==> src/hw/rtl/rau_pkg.sv <==
`timescale 1ns / 1ps
// Shared types and constants for the rational arithmetic unit.
// Used by rau_ctrl, rau_dpath, the top level and its checker; no dependencies.

package rau_pkg;

    // Field and word widths
    localparam int FIELD_W      = 16;
    localparam int CMD_W        = 4;
    localparam int PROD_W       = 2 * FIELD_W;
    localparam int NUM_W        = PROD_W + 1;
    localparam int MAG_W        = PROD_W;
    localparam int DEN_W        = 31;
    localparam int ERR_W        = 2;
    localparam int SHIFT_W      = $clog2(MAG_W);
    localparam int S_TDATA_W    = 4 * FIELD_W;
    localparam int S_TUSER_W    = CMD_W;
    localparam int M_TDATA_USED = NUM_W + DEN_W + 1;
    localparam int M_TDATA_W    = ((M_TDATA_USED + 7) / 8) * 8;
    localparam int M_TUSER_W    = ERR_W;

    localparam int DEFAULT_OPERAND_WIDTH = 16;

    // Command codes
    localparam logic [CMD_W-1:0] CMD_ADD = 4'd0;
    localparam logic [CMD_W-1:0] CMD_SUB = 4'd1;
    localparam logic [CMD_W-1:0] CMD_MUL = 4'd2;
    localparam logic [CMD_W-1:0] CMD_DIV = 4'd3;
    localparam logic [CMD_W-1:0] CMD_EQ  = 4'd4;
    localparam logic [CMD_W-1:0] CMD_NE  = 4'd5;
    localparam logic [CMD_W-1:0] CMD_LT  = 4'd6;
    localparam logic [CMD_W-1:0] CMD_GT  = 4'd7;
    localparam logic [CMD_W-1:0] CMD_LE  = 4'd8;
    localparam logic [CMD_W-1:0] CMD_GE  = 4'd9;

    // Error codes
    localparam logic [ERR_W-1:0] ERR_OK       = 2'd0;
    localparam logic [ERR_W-1:0] ERR_ZERO_DEN = 2'd1;
    localparam logic [ERR_W-1:0] ERR_DIV_ZERO = 2'd2;

    // Which cross product the shared multiplier forms
    typedef enum logic [1:0] {
        MUL_SEL_P0,
        MUL_SEL_P1,
        MUL_SEL_P2
    } mul_sel_t;

    // Controller to datapath
    typedef struct packed {
        logic     load;
        logic     mul_en;
        mul_sel_t mul_sel;
        logic     gcd_init;
        logic     gcd_step;
        logic     div_init;
        logic     div_step;
        logic     out_load;
    } rau_ctl_t;

    // Datapath to controller
    typedef struct packed {
        logic arith_ok;
        logic u_zero;
        logic out_free;
    } rau_sts_t;

endpackage

==> src/hw/rtl/rational_arithmetic_unit.sv <==
`timescale 1ns / 1ps
// Top level of the rational arithmetic unit: joins rau_ctrl and rau_dpath.
// Depends on rau_pkg.
//
//  Channel  Dir  Width     Contents
//  s_axis   in   64 + 4    tdata: a_num, a_den, b_num, b_den; tuser: cmd
//  m_axis   out  72 + 2    tdata: res_num, res_den, cmp_flag, pad; tuser: err
//
// One item is in flight at a time. Compares and error cases go from accept to
// result through the product, prep and finish states. Add, sub, mul and div
// also run the data-dependent binary GCD loop and the bit-serial quotient loop;
// the shared 16 x 16 multiplier forms the three cross products first. A
// finished result waits in the output register while the next beat is
// accepted. Reset clears the sequencer and the output valid.

module rational_arithmetic_unit #(
    parameter int OPERAND_WIDTH = rau_pkg::DEFAULT_OPERAND_WIDTH
) (
    input  logic                             clk,
    input  logic                             rst_n,
    input  logic                             s_axis_tvalid,
    output logic                             s_axis_tready,
    // a_num [15:0], a_den [31:16], b_num [47:32], b_den [63:48]
    input  logic [rau_pkg::S_TDATA_W-1:0]    s_axis_tdata,
    // cmd [3:0]
    input  logic [rau_pkg::S_TUSER_W-1:0]    s_axis_tuser,
    output logic                             m_axis_tvalid,
    input  logic                             m_axis_tready,
    // res_num [32:0], res_den [63:33], cmp_flag [64], zero pad [71:65]
    output logic [rau_pkg::M_TDATA_W-1:0]    m_axis_tdata,
    // err [1:0]
    output logic [rau_pkg::M_TUSER_W-1:0]    m_axis_tuser
);
    import rau_pkg::*;

    rau_ctl_t ctl;
    rau_sts_t sts;

    // Sequencer
    rau_ctrl u_ctrl (
        .clk     (clk),
        .rst_n   (rst_n),
        .s_valid (s_axis_tvalid),
        .s_ready (s_axis_tready),
        .sts     (sts),
        .ctl     (ctl)
    );

    // Arithmetic and output register
    rau_dpath #(
        .OPERAND_WIDTH (OPERAND_WIDTH)
    ) u_dpath (
        .clk      (clk),
        .rst_n    (rst_n),
        .s_tdata  (s_axis_tdata),
        .s_tuser  (s_axis_tuser),
        .ctl      (ctl),
        .sts      (sts),
        .m_tvalid (m_axis_tvalid),
        .m_tready (m_axis_tready),
        .m_tdata  (m_axis_tdata),
        .m_tuser  (m_axis_tuser)
    );

endmodule

==> src/hw/rtl/rau_ctrl.sv <==
`timescale 1ns / 1ps
// Sequencer for the rational arithmetic unit: products, GCD loop, quotient loop.
// Depends on rau_pkg for the command and status structs.

module rau_ctrl (
    input  logic               clk,
    input  logic               rst_n,
    input  logic               s_valid,
    output logic               s_ready,
    input  rau_pkg::rau_sts_t  sts,
    output rau_pkg::rau_ctl_t  ctl
);
    import rau_pkg::*;

    localparam int DIV_STEPS = MAG_W;
    localparam int CNT_W     = $clog2(DIV_STEPS);
    localparam logic [CNT_W-1:0] CNT_LAST = CNT_W'(DIV_STEPS - 1);

    typedef enum logic [2:0] {
        ST_IDLE,
        ST_MUL0,
        ST_MUL1,
        ST_MUL2,
        ST_PREP,
        ST_GCD,
        ST_DIV,
        ST_FIN
    } state_t;

    state_t           state_reg, state_next;
    logic [CNT_W-1:0] cnt_reg, cnt_next;

    // Next state and datapath commands
    always_comb
    begin
        state_next = state_reg;
        cnt_next   = cnt_reg;
        ctl        = '0;
        ctl.mul_sel = MUL_SEL_P0;
        s_ready    = 1'b0;
        case (state_reg)
            ST_IDLE:
            begin
                s_ready = 1'b1;
                if (s_valid)
                begin
                    ctl.load   = 1'b1;
                    state_next = ST_MUL0;
                end
            end
            ST_MUL0:
            begin
                ctl.mul_en  = 1'b1;
                ctl.mul_sel = MUL_SEL_P0;
                state_next  = ST_MUL1;
            end
            ST_MUL1:
            begin
                ctl.mul_en  = 1'b1;
                ctl.mul_sel = MUL_SEL_P1;
                state_next  = ST_MUL2;
            end
            ST_MUL2:
            begin
                ctl.mul_en  = 1'b1;
                ctl.mul_sel = MUL_SEL_P2;
                state_next  = ST_PREP;
            end
            ST_PREP:
            begin
                if (sts.arith_ok)
                begin
                    ctl.gcd_init = 1'b1;
                    state_next   = ST_GCD;
                end
                else
                begin
                    state_next = ST_FIN;
                end
            end
            ST_GCD:
            begin
                // u reaching zero leaves the gcd in v with the shared twos taken out (k counts them)
                if (sts.u_zero)
                begin
                    ctl.div_init = 1'b1;
                    cnt_next     = '0;
                    state_next   = ST_DIV;
                end
                else
                begin
                    ctl.gcd_step = 1'b1;
                end
            end
            ST_DIV:
            begin
                ctl.div_step = 1'b1;
                cnt_next     = cnt_reg + 1'b1;
                if (cnt_reg == CNT_LAST)
                begin
                    state_next = ST_FIN;
                end
            end
            ST_FIN:
            begin
                // hold the result until the output register frees up
                if (sts.out_free)
                begin
                    ctl.out_load = 1'b1;
                    state_next   = ST_IDLE;
                end
            end
            default:
            begin
                state_next = ST_IDLE;
            end
        endcase
    end

    // State and counter
    always_ff @(posedge clk or negedge rst_n)
    begin
        if (!rst_n)
        begin
            state_reg <= ST_IDLE;
            cnt_reg   <= '0;
        end
        else
        begin
            state_reg <= state_next;
            cnt_reg   <= cnt_next;
        end
    end

endmodule

==> src/hw/rtl/rau_dpath.sv <==
`timescale 1ns / 1ps
// Datapath: operand registers, shared multiplier, binary GCD, two quotient
// lanes and the output register. Depends on rau_pkg.

module rau_dpath #(
    parameter int OPERAND_WIDTH = rau_pkg::DEFAULT_OPERAND_WIDTH
) (
    input  logic                             clk,
    input  logic                             rst_n,
    input  logic [rau_pkg::S_TDATA_W-1:0]    s_tdata,
    input  logic [rau_pkg::S_TUSER_W-1:0]    s_tuser,
    input  rau_pkg::rau_ctl_t                ctl,
    output rau_pkg::rau_sts_t                sts,
    output logic                             m_tvalid,
    input  logic                             m_tready,
    output logic [rau_pkg::M_TDATA_W-1:0]    m_tdata,
    output logic [rau_pkg::M_TUSER_W-1:0]    m_tuser
);
    import rau_pkg::*;

    localparam int OW_EFF    = (OPERAND_WIDTH > FIELD_W) ? FIELD_W : OPERAND_WIDTH;
    localparam int NARROW_SH = FIELD_W - OW_EFF;
    localparam int PAD_W     = M_TDATA_W - M_TDATA_USED;

    // Keep the low OW_EFF bits and sign-extend them back to the field width
    function automatic logic signed [FIELD_W-1:0] narrow(input logic [FIELD_W-1:0] x);
        logic [FIELD_W-1:0] t;
        t = x << NARROW_SH;
        return $signed(t) >>> NARROW_SH;
    endfunction

    // One restoring division step: returns {remainder, quotient/dividend}
    function automatic logic [2*MAG_W-1:0] div_iter(
        input logic [MAG_W-1:0] rem,
        input logic [MAG_W-1:0] q,
        input logic [MAG_W-1:0] d
    );
        logic [MAG_W:0] sh;
        logic           bit_q;
        sh    = {rem, q[MAG_W-1]};
        bit_q = (sh >= {1'b0, d});
        if (bit_q)
        begin
            sh = sh - {1'b0, d};
        end
        return {sh[MAG_W-1:0], q[MAG_W-2:0], bit_q};
    endfunction

    logic [CMD_W-1:0]          cmd_reg;
    logic signed [FIELD_W-1:0] an_reg, ad_reg, bn_reg, bd_reg;
    logic signed [PROD_W-1:0]  p0_reg, p1_reg, p2_reg;
    logic [MAG_W-1:0]          u_reg, v_reg, u_next, v_next;
    logic [SHIFT_W-1:0]        k_reg, k_next;
    logic                      neg_reg;
    logic [MAG_W-1:0]          qn_reg, rn_reg, qd_reg, rd_reg, dv_reg;
    logic [NUM_W-1:0]          num_out_reg;
    logic [DEN_W-1:0]          den_out_reg;
    logic                      flag_out_reg;
    logic [ERR_W-1:0]          err_out_reg;
    logic                      m_valid_reg;

    logic signed [FIELD_W-1:0] mul_a, mul_b;
    logic signed [PROD_W-1:0]  prod;
    logic signed [NUM_W-1:0]   num_ext, p0_ext, p1_ext;
    logic [NUM_W-1:0]          num_abs;
    logic [MAG_W-1:0]          den_abs;
    logic                      is_arith, div_zero, den_zero, operands_eq, flag;
    logic [ERR_W-1:0]          err_code;
    logic [2*MAG_W-1:0]        lane_n, lane_d;

    // Pick the multiplier operands for the current cross product
    always_comb
    begin
        case (ctl.mul_sel)
            MUL_SEL_P0:
            begin
                mul_a = an_reg;
                mul_b = (cmd_reg == CMD_MUL) ? bn_reg : bd_reg;
            end
            MUL_SEL_P1:
            begin
                mul_a = bn_reg;
                mul_b = ad_reg;
            end
            MUL_SEL_P2:
            begin
                mul_a = ad_reg;
                mul_b = (cmd_reg == CMD_DIV) ? bn_reg : bd_reg;
            end
            default:
            begin
                mul_a = an_reg;
                mul_b = bd_reg;
            end
        endcase
    end

    assign prod = mul_a * mul_b;

    // Form the unreduced numerator and the magnitudes
    assign p0_ext = {p0_reg[PROD_W-1], p0_reg};
    assign p1_ext = {p1_reg[PROD_W-1], p1_reg};

    always_comb
    begin
        case (cmd_reg)
            CMD_ADD: num_ext = p0_ext + p1_ext;
            CMD_SUB: num_ext = p0_ext - p1_ext;
            default: num_ext = p0_ext;
        endcase
    end

    assign num_abs = num_ext[NUM_W-1] ? (NUM_W'(0) - num_ext) : num_ext;
    assign den_abs = p2_reg[PROD_W-1] ? (MAG_W'(0) - p2_reg) : p2_reg;

    // Classify the command and its exceptions
    assign is_arith = (cmd_reg == CMD_ADD) || (cmd_reg == CMD_SUB)
                   || (cmd_reg == CMD_MUL) || (cmd_reg == CMD_DIV);
    assign div_zero = (cmd_reg == CMD_DIV) && (bn_reg == '0);
    assign den_zero = (p2_reg == '0);

    assign operands_eq = (an_reg == bn_reg) && (ad_reg == bd_reg);

    // Flag: EQ/NE match fields, LT..GE use p0 = a_num*b_den, p1 = b_num*a_den
    always_comb
    begin
        case (cmd_reg)
            CMD_EQ:  flag = operands_eq;
            CMD_NE:  flag = !operands_eq;
            CMD_LT:  flag = (p0_reg < p1_reg);
            CMD_GT:  flag = (p1_reg < p0_reg);
            CMD_LE:  flag = !(p1_reg < p0_reg);
            CMD_GE:  flag = !(p0_reg < p1_reg);
            default: flag = 1'b0;
        endcase
    end

    always_comb
    begin
        if (div_zero)
        begin
            err_code = ERR_DIV_ZERO;
        end
        else if (is_arith && den_zero)
        begin
            err_code = ERR_ZERO_DEN;
        end
        else
        begin
            err_code = ERR_OK;
        end
    end

    // Binary GCD step
    always_comb
    begin
        u_next = u_reg;
        v_next = v_reg;
        k_next = k_reg;
        if (!u_reg[0] && !v_reg[0])
        begin
            u_next = u_reg >> 1;
            v_next = v_reg >> 1;
            k_next = k_reg + 1'b1;
        end
        else if (!u_reg[0])
        begin
            u_next = u_reg >> 1;
        end
        else if (!v_reg[0])
        begin
            v_next = v_reg >> 1;
        end
        else if (u_reg >= v_reg)
        begin
            u_next = (u_reg - v_reg) >> 1;
        end
        else
        begin
            v_next = (v_reg - u_reg) >> 1;
        end
    end

    assign lane_n = div_iter(rn_reg, qn_reg, dv_reg);
    assign lane_d = div_iter(rd_reg, qd_reg, dv_reg);

    // Operand, product, GCD and quotient registers
    always_ff @(posedge clk)
    begin
        if (ctl.load)
        begin
            cmd_reg <= s_tuser[CMD_W-1:0];
            an_reg  <= narrow(s_tdata[FIELD_W-1:0]);
            ad_reg  <= narrow(s_tdata[2*FIELD_W-1:FIELD_W]);
            bn_reg  <= narrow(s_tdata[3*FIELD_W-1:2*FIELD_W]);
            bd_reg  <= narrow(s_tdata[4*FIELD_W-1:3*FIELD_W]);
        end
        if (ctl.mul_en)
        begin
            case (ctl.mul_sel)
                MUL_SEL_P0: p0_reg <= prod;
                MUL_SEL_P1: p1_reg <= prod;
                MUL_SEL_P2: p2_reg <= prod;
                default:    p0_reg <= prod;
            endcase
        end
        if (ctl.gcd_init)
        begin
            u_reg   <= num_abs[MAG_W-1:0];
            v_reg   <= den_abs;
            k_reg   <= '0;
            neg_reg <= num_ext[NUM_W-1] ^ p2_reg[PROD_W-1];
            qn_reg  <= num_abs[MAG_W-1:0];
            qd_reg  <= den_abs;
        end
        else if (ctl.gcd_step)
        begin
            u_reg <= u_next;
            v_reg <= v_next;
            k_reg <= k_next;
        end
        if (ctl.div_init)
        begin
            dv_reg <= v_reg << k_reg;
            rn_reg <= '0;
            rd_reg <= '0;
        end
        else if (ctl.div_step)
        begin
            rn_reg <= lane_n[2*MAG_W-1:MAG_W];
            qn_reg <= lane_n[MAG_W-1:0];
            rd_reg <= lane_d[2*MAG_W-1:MAG_W];
            qd_reg <= lane_d[MAG_W-1:0];
        end
    end

    // Output payload
    always_ff @(posedge clk)
    begin
        if (ctl.out_load)
        begin
            if (sts.arith_ok)
            begin
                num_out_reg  <= neg_reg ? (NUM_W'(0) - {1'b0, qn_reg}) : {1'b0, qn_reg};
                den_out_reg  <= qd_reg[DEN_W-1:0];
                flag_out_reg <= 1'b0;
                err_out_reg  <= ERR_OK;
            end
            else
            begin
                num_out_reg  <= '0;
                den_out_reg  <= DEN_W'(1);
                flag_out_reg <= flag;
                err_out_reg  <= err_code;
            end
        end
    end

    // Output valid: set on load, drop once the beat is taken
    always_ff @(posedge clk or negedge rst_n)
    begin
        if (!rst_n)
        begin
            m_valid_reg <= 1'b0;
        end
        else if (ctl.out_load)
        begin
            m_valid_reg <= 1'b1;
        end
        else if (m_tready)
        begin
            m_valid_reg <= 1'b0;
        end
    end

    assign sts.arith_ok = is_arith && !div_zero && !den_zero;
    assign sts.u_zero   = (u_reg == '0);
    assign sts.out_free = !m_valid_reg || m_tready;

    assign m_tvalid = m_valid_reg;
    assign m_tdata  = {{PAD_W{1'b0}}, flag_out_reg, den_out_reg, num_out_reg};
    assign m_tuser  = err_out_reg;

endmodule

==> config.mk <==
export PLATFORM = sky130hd
export DESIGN_NAME = rational_arithmetic_unit
export DESIGN_NICKNAME = d
export VERILOG_FILES = /design/src/hw/rtl/rau_pkg.sv /design/src/hw/rtl/rational_arithmetic_unit.sv /design/src/hw/rtl/rau_ctrl.sv /design/src/hw/rtl/rau_dpath.sv
export SDC_FILE = /design/constraint.sdc
export NUM_CORES = 2
export LEC_CHECK = 0
export BUFFER_PORTS_ARGS = -buffer_cell sky130_fd_sc_hd__buf_2
export CORE_MARGIN = 8
export CORE_UTILIZATION = 40
export DETAILED_ROUTE_END_ITERATION = 6
export GPL_ROUTABILITY_DRIVEN = 0
export SLEW_MARGIN = 10
export SYNTH_ARGS = -nofsm -noshare
export SYNTH_HDL_FRONTEND = slang
export SYNTH_SLANG_ARGS = --single-unit
==> constraint.sdc <==
create_clock -name clk -period 12.5 [get_ports clk]
set_clock_uncertainty 0.2 [all_clocks]
set_input_delay 1.875 -clock clk [delete_from_list [all_inputs] [get_ports clk]]
set_output_delay 1.875 -clock clk [all_outputs]
set_load 0.005 [all_outputs]
# After elaboration in Yosys (flattened, before gate mapping)
# Index checks and enable logic that the tools add are counted.
[totals]
ff_bits = 470
[op_classes]
n_addsub = 11
mul = 1
order_cmp = 5
n_eq_ne = 28
shifts = 1
mux = 53
n_bitwise = 2
n_reduce_logical = 40
[op_table]
columns = ["cell", "count"]
rows = [
  ["2-to-1 mux 32 bit", 23],
  ["subtractor 32 bit", 4],
  ["greater-or-equal comparator 33 x 32 -> 1 bit", 2],
  ["one-hot mux 33 bit (2 select lines)", 1],
  ["zero test 32 bit", 2],
  ["< comparator 32 bit", 2],
  ["subtractor 1 x 32 -> 32 bit, first input constant", 2],
  ["one-hot mux 16 bit (3 select lines)", 1],
  ["adder 32 x 32 -> 33 bit", 1],
  ["subtractor 1 x 32 -> 33 bit, first input constant", 1],
  ["subtractor 32 x 32 -> 33 bit", 1],
  ["equality test 16 bit", 2],
  ["greater-or-equal comparator 32 bit", 1],
  ["multiplier 16 x 16 -> 32 bit", 1],
  ["2-to-1 mux 16 bit", 2],
  ["one-hot mux 16 bit (2 select lines)", 1],
  ["<< shifter 32 x 5 -> 32 bit", 1],
  ["one-hot mux 3 bit (8 select lines)", 1],
  ["equality test 4 x 3 -> 1 bit, second input constant", 4],
  ["zero test 16 bit", 1],
  ["AND reduction 2 bit", 7],
  ["2-to-1 mux 1 bit", 13],
  ["equality test 3 bit, second input constant", 4],
  ["2-to-1 mux 3 bit", 4],
  ["other kinds (30)", 59],
]

# Longest topological paths before layout
[depth]
ltp_word = 11
ltp_mapped = 39

# By module
# From an unflattened synthesis, not the netlist that was laid out.
[hier_totals]
cells_unflattened = 4815
hier_area_um2 = 42695.9
[by_module_without_submodules]
columns = ["mod", "instances", "cells_per_inst", "area_each_um2", "seq_area_each_um2"]
rows = [
  ["rau_dpath", 1, 4765, 42199.2, 12537.0],
  ["rau_ctrl", 1, 50, 496.7, 200.2],
]

# Worst setup path after synthesis
# No wires, ideal clock.
[synth_timing]
path_kind = "register to register"
from = "reg u_dpath.cmd_reg[0]"
to = "reg u_dpath.p0_reg[29] (data pin)"
setup_time_ps = 267
arrival_time_ps = 8732
path_slack_ps = 3301
path_stages_with_launch = 39
synth_period_minus_slack_ps = 9199
path_cell_list = "edfxtp_1 clkbuf_1 clkbuf_1 buf_2 clkbuf_1 buf_1 clkbuf_1 o21ai_0 o22ai_1 nand2b_1 clkbuf_1 nand2_1 o21a_1 clkbuf_1 nor2_1 fa_1 inv_1 fa_1 (+3 left out) fa_1 inv_1 fa_1 inv_1 ha_1 a21o_1 a21oi_1 o22ai_1 a211oi_1 nor3b_1 o31a_1 o21a_1 o31a_1 o21ai_0 nor3b_1 nor2b_1 a31oi_1 xnor2_1"
[synth_via]
elab_chain_cells = 4
word_cells_on_any_way = 6
[synth_rtl]
columns = ["element", "line", "text"]
rows = [
  ["start: declaration", "rau_dpath.sv:49", "logic [CMD_W-1:0] cmd_reg;"],
  ["start signal: assignment", "rau_dpath.sv:192", "cmd_reg <= s_tuser[CMD_W-1:0];"],
  ["equality test 4 x 2 -> 1 bit, on equally long branches", "rau_dpath.sv:88, rau_dpath.sv:78", ""],
  ["2-to-1 mux 16 bit, on equally long branches", "rau_dpath.sv:88, rau_dpath.sv:78", ""],
  ["one-hot mux 16 bit (3 select lines) *", "rau_dpath.sv:74", "case (ctl.mul_sel)"],
  ["multiplier 16 x 16 -> 32 bit *", "rau_dpath.sv:98", "assign prod = mul_a * mul_b;"],
  ["named net u_dpath.prod[29]", "rau_dpath.sv:63", "logic signed [PROD_W-1:0] prod;"],
  ["end signal: assignment", "rau_dpath.sv:201", "MUL_SEL_P0: p0_reg <= prod;"],
  ["end signal: assignment", "rau_dpath.sv:204", "default: p0_reg <= prod;"],
  ["end: declaration", "rau_dpath.sv:51", "logic signed [PROD_W-1:0] p0_reg, p1_reg, p2_reg;"],
]
# The timed path passes the listed nets; every way through them passes the cells marked *.
# A chain may end at the register's enable or synchronous reset.

# Worst setup path after layout
[layout_timing]
from = "reg u_ctrl.state_reg[0]"
to = "reg u_dpath.p0_reg[29] (data pin)"
[layout_via]
elab_chain_cells = 5
word_cells_on_any_way = 10
[layout_rtl]
columns = ["element", "line", "text"]
rows = [
  ["start: declaration", "rau_ctrl.sv:30", "state_t state_reg, state_next;"],
  ["start signal: assignment", "rau_ctrl.sv:130", "state_reg <= state_next;"],
  ["equality test 3 x 2 -> 1 bit / equality test 3 x 1 -> 1 bit (equally long branches)", "rau_ctrl.sv:41", "case (state_reg)"],
  ["one-hot mux 3 bit (3 select lines) *", "rau_ctrl.sv:41", ""],
  ["equality test 2 bit, or another cell as far along", "rau_dpath.sv:74", ""],
  ["one-hot mux 16 bit (3 select lines) / one-hot mux 16 bit (2 select lines) (equally long branches)", "rau_dpath.sv:74", ""],
  ["multiplier 16 x 16 -> 32 bit *", "rau_dpath.sv:98", ""],
  ["named net u_dpath.prod[29]", "rau_dpath.sv:63", ""],
]
# Marked as above.

==> run_results.csv <==
group,metric,value,unit
critical_path,end_kind,"register",
critical_path,critPathRequiredTime,12.69,ns
global_routing,grt_max_degree,101,
floorplanning,io_pins,148,
hold_path,whs_endpoint,"u_dpath.qd_reg[14]",
logic_synthesis,seq_area_frac_synth,30.2,%
logic_synthesis,syn_area_per_cell,8.95,µm²
cells_and_area,area_growth_syn_to_layout,9.13,%
critical_path,r2r_cells,31,
critical_path,cp.depth,31,
cells_and_area,largest_reg_flops,33,
critical_path,worst_path_max_delay_cell,"nor2_1",
sta,slew_violations,0,
clocking,cts.clk_slew.worst_paths,0.07,ns
detailed_routing,via_count,34700,
placed_design,post-dp-hpwl,100,mm
clocking,cts_setup_buffers,0,
clocking,cts-resized-gates,0,
logic_synthesis,synth_area_leaders,"edfxtp_1 23%, fa_1 13%, ha_1 8.5%, dfxtp_1 6.3%, inv_1 4.6%",
logic_synthesis,syn-cell-area,42100,µm²
logic_synthesis,yosysWarningCount,0,
sta,finalHoldViolCount,0,
detailed_routing,final_antenna_net_count,0,
clocking,clock-sinks,470,
detailed_routing,drt_iter0_markers,2893,
flow_run,cap_violations,0,
critical_path,cp_max_fo,19,
logic_synthesis,synth.distinct_cells,93,
cells_and_area,final_cell_area,46000,µm²
sta,worstMarginPinSlew,1.18,ns
clocking,clk_latency,0.67,ns
sta,fin_crit,10.89,ns
critical_path,worst-path-buf-inv,4,
hold_path,hp-class,"register to register",
sta,fmax,91.8,MHz
critical_path,worst_setup_path_start_kind,"register",
global_routing,grtUsageTotal,21.6,%
sta,fin_tns_setup,0,ns
logic_synthesis,async_reset_ff_share,1.91,%
sta,finalSetupViolations,0,
critical_path,reg2reg_to,"u_dpath.p0_reg[29]",
floorplanning,start_util,40.2,%
critical_path,cp_common_cell,"fa_1",
detailed_routing,avgViaCountPerCell,5.65,
clocking,holdBufCountCts,0,
global_routing,grt_pass1_wl,199,mm
detailed_routing,routed_wl,129,mm
detailed_routing,drc,0,
hold_path,min_path_cells,2,
logic_synthesis,synth_edf_count,328,
hold_path,hold_path_startpoint,"u_dpath.qd_reg[13]",
clocking,root_buffer,"clkbuf_16",
clocking,cts.path.max_buffers,3,
run_status,status,"finished clean",
clocking,cts_tree,"yes",
sta,slew_headroom,21.0,%
critical_path,crit_type,"register to register",
floorplanning,die-height,341,µm
global_routing,grt_overflow,0,
critical_path,rrSetupSlack,1.61,ns
sta,fin_crit_sh,87.1,%
logic_synthesis,yosys_most_used_dff,"edfxtp_1",
detailed_routing,post_drt_wl_per_cell,20.9,µm
floorplanning,num_rows,119,
global_routing,grt_pass1_vias,34500,
logic_synthesis,synth_seq_cells,470,
clocking,cts-htree-levels,2,
logic_synthesis,synth_top_area_share,23.4,%
logic_synthesis,syn_inst,4707,
critical_path,cpLargestDelayFamily,"adder cells",
logic_synthesis,yosys.area.top_type,"edfxtp_1",
clocking,cts_buffers,54,
cells_and_area,antenna_cells,0,
floorplanning,core-area,105000,µm²
floorplanning,die_area,116000,µm²
critical_path,worstPathArrival,11.08,ns
critical_path,reg2reg_from,"u_ctrl.state_reg[0]",
floorplanning,die_w,341,µm
placed_design,dpl_cell_area,44000,µm²
global_routing,antenna_found_initial,3,
detailed_routing,dr.pass1.iters,6,
placed_design,portBuffers,140,
sta,rsz0062_at_grt,"no",
cells_and_area,nNetsFinal,5338,
cells_and_area,drive_gt1_share,7.88,%
critical_path,max_stage_delay,0.91,ns
[synthesized netlist by cell type (all sizes together), types with 38 or more instances]
cell	instances
inv	515
nor2	493
nand2	421
edfxtp	328
ha	287
o21ai	285
a21oi	277
fa	268
clkbuf	197
xor2	154
dfxtp	133
xnor2	126
a21o	100
nor3	89
mux2i	88
nand3	58
a211oi	55
a221oi	51
nor2b	48
nand2b	46
and2	44
o21a	42
o31ai	42
buf	41
nand4	38
nor4	38
[layer usage]
metal / vias up / GRT usage, % / share of wire [%]
li1: 16300 / - / -
met1: 17000 / 26.8 / 41
met2: 1163 / 37.7 / 49
met3: 287 / 2.83 / 5.7
met4: 0 / 8.94 / 4.7
met5: - / 0 / 0
[worst reg2reg max path, delay by kind of cell, from the launching register on]
family,cells,cell delay (ns)
AOI/OAI and AO/OA,11,3.04
xor gates and xnor gates,1,0.13
adders and majority gates,8,4.10
buffers and inverters,4,0.36
DFF,1,0.61
muxes,1,0.16
and+or+nand+nor,6,2.04
[logic make-up after synthesis]
group | after synthesis | share of synthesized area [%]
flip-flops | 470 | 30.2
other | 1 | 0.00890
adder cells (fa/ha/maj) | 555 | 21.3
XOR/XNOR | 280 | 5.82
AO/OA/AOI/OAI | 1142 | 17.6
multiplexers | 112 | 3.08
AND/OR/NAND/NOR | 1392 | 15.1
buffers and inverters | 755 | 6.85
[layout make-up]
| cell class | instances | area [µm²] |
|---|---|---|
| fill | 10400 | 58900 |
| multi-input combinational | 3488 | 26600 |
| sequential | 470 | 12700 |
| inverter | 517 | 1940 |
| tap | 1391 | 1740 |
| clock buffer | 59 | 1410 |
| timing repair buffer | 180 | 1000 |
| clock inverter | 42 | 517 |
[stage by stage]
step	setup slack [ns]	util [%]	std cells	hold slack (ns)
2_1_floorplan	3.30	-	4713	0.233
3_3_place_gp	2.00	42.0	6046	0.264
3_5_place_dp	1.83	42.0	6046	0.264
4_1_cts	1.80	43.9	6147	0.263
5_1_grt	0.948	43.9	6147	0.291
6_report	1.61	43.9	6147	0.265
[cell usage in the layout (no fill, tap or decap), types with 37 or more instances in the layout]
cell type  Yosys  final
buf_2         14    140
nand3_1       58     57
dfxtp_1      133    132
o21ai_0      276    275
mux2i_1       88     88
ha_1         287    287
a21oi_1      277    275
nor2b_1       48     48
nor3_1        87     85
a211oi_1      51     51
inv_1        515    514
fa_1         268    268
and2_1        44     43
xnor2_1      126    126
buf_4          9     40
xor2_1       154    154
clkbuf_16      0     54
nand2_1      421    420
a21o_1       100    100
o31ai_1       38     37
edfxtp_1     328    328
nor2_1       492    488
o21a_1        42     42
nand4_1       38     38
nand2b_1      46     46
a221oi_1      50     50
[how the worst max path moves through the flow]
stage | start | slack [ns] | end
after global routing | u_ctrl.state_reg[0] | 0.95 | u_dpath.p1_reg[29]
final | u_ctrl.state_reg[0] | 1.61 | u_dpath.p0_reg[29]
after floorplan | u_dpath.cmd_reg[0] | 3.30 | u_dpath.p0_reg[29]
after CTS | u_ctrl.state_reg[0] | 1.80 | u_dpath.p0_reg[31]
after detailed placement | u_ctrl.state_reg[0] | 1.83 | u_dpath.p0_reg[29]
after global placement | u_ctrl.state_reg[0] | 2.00 | u_dpath.p2_reg[31]
Power is left out: the tool's default activity adds up to more than one toggle a clock period on the data nets, which glitch-free logic cannot reach.
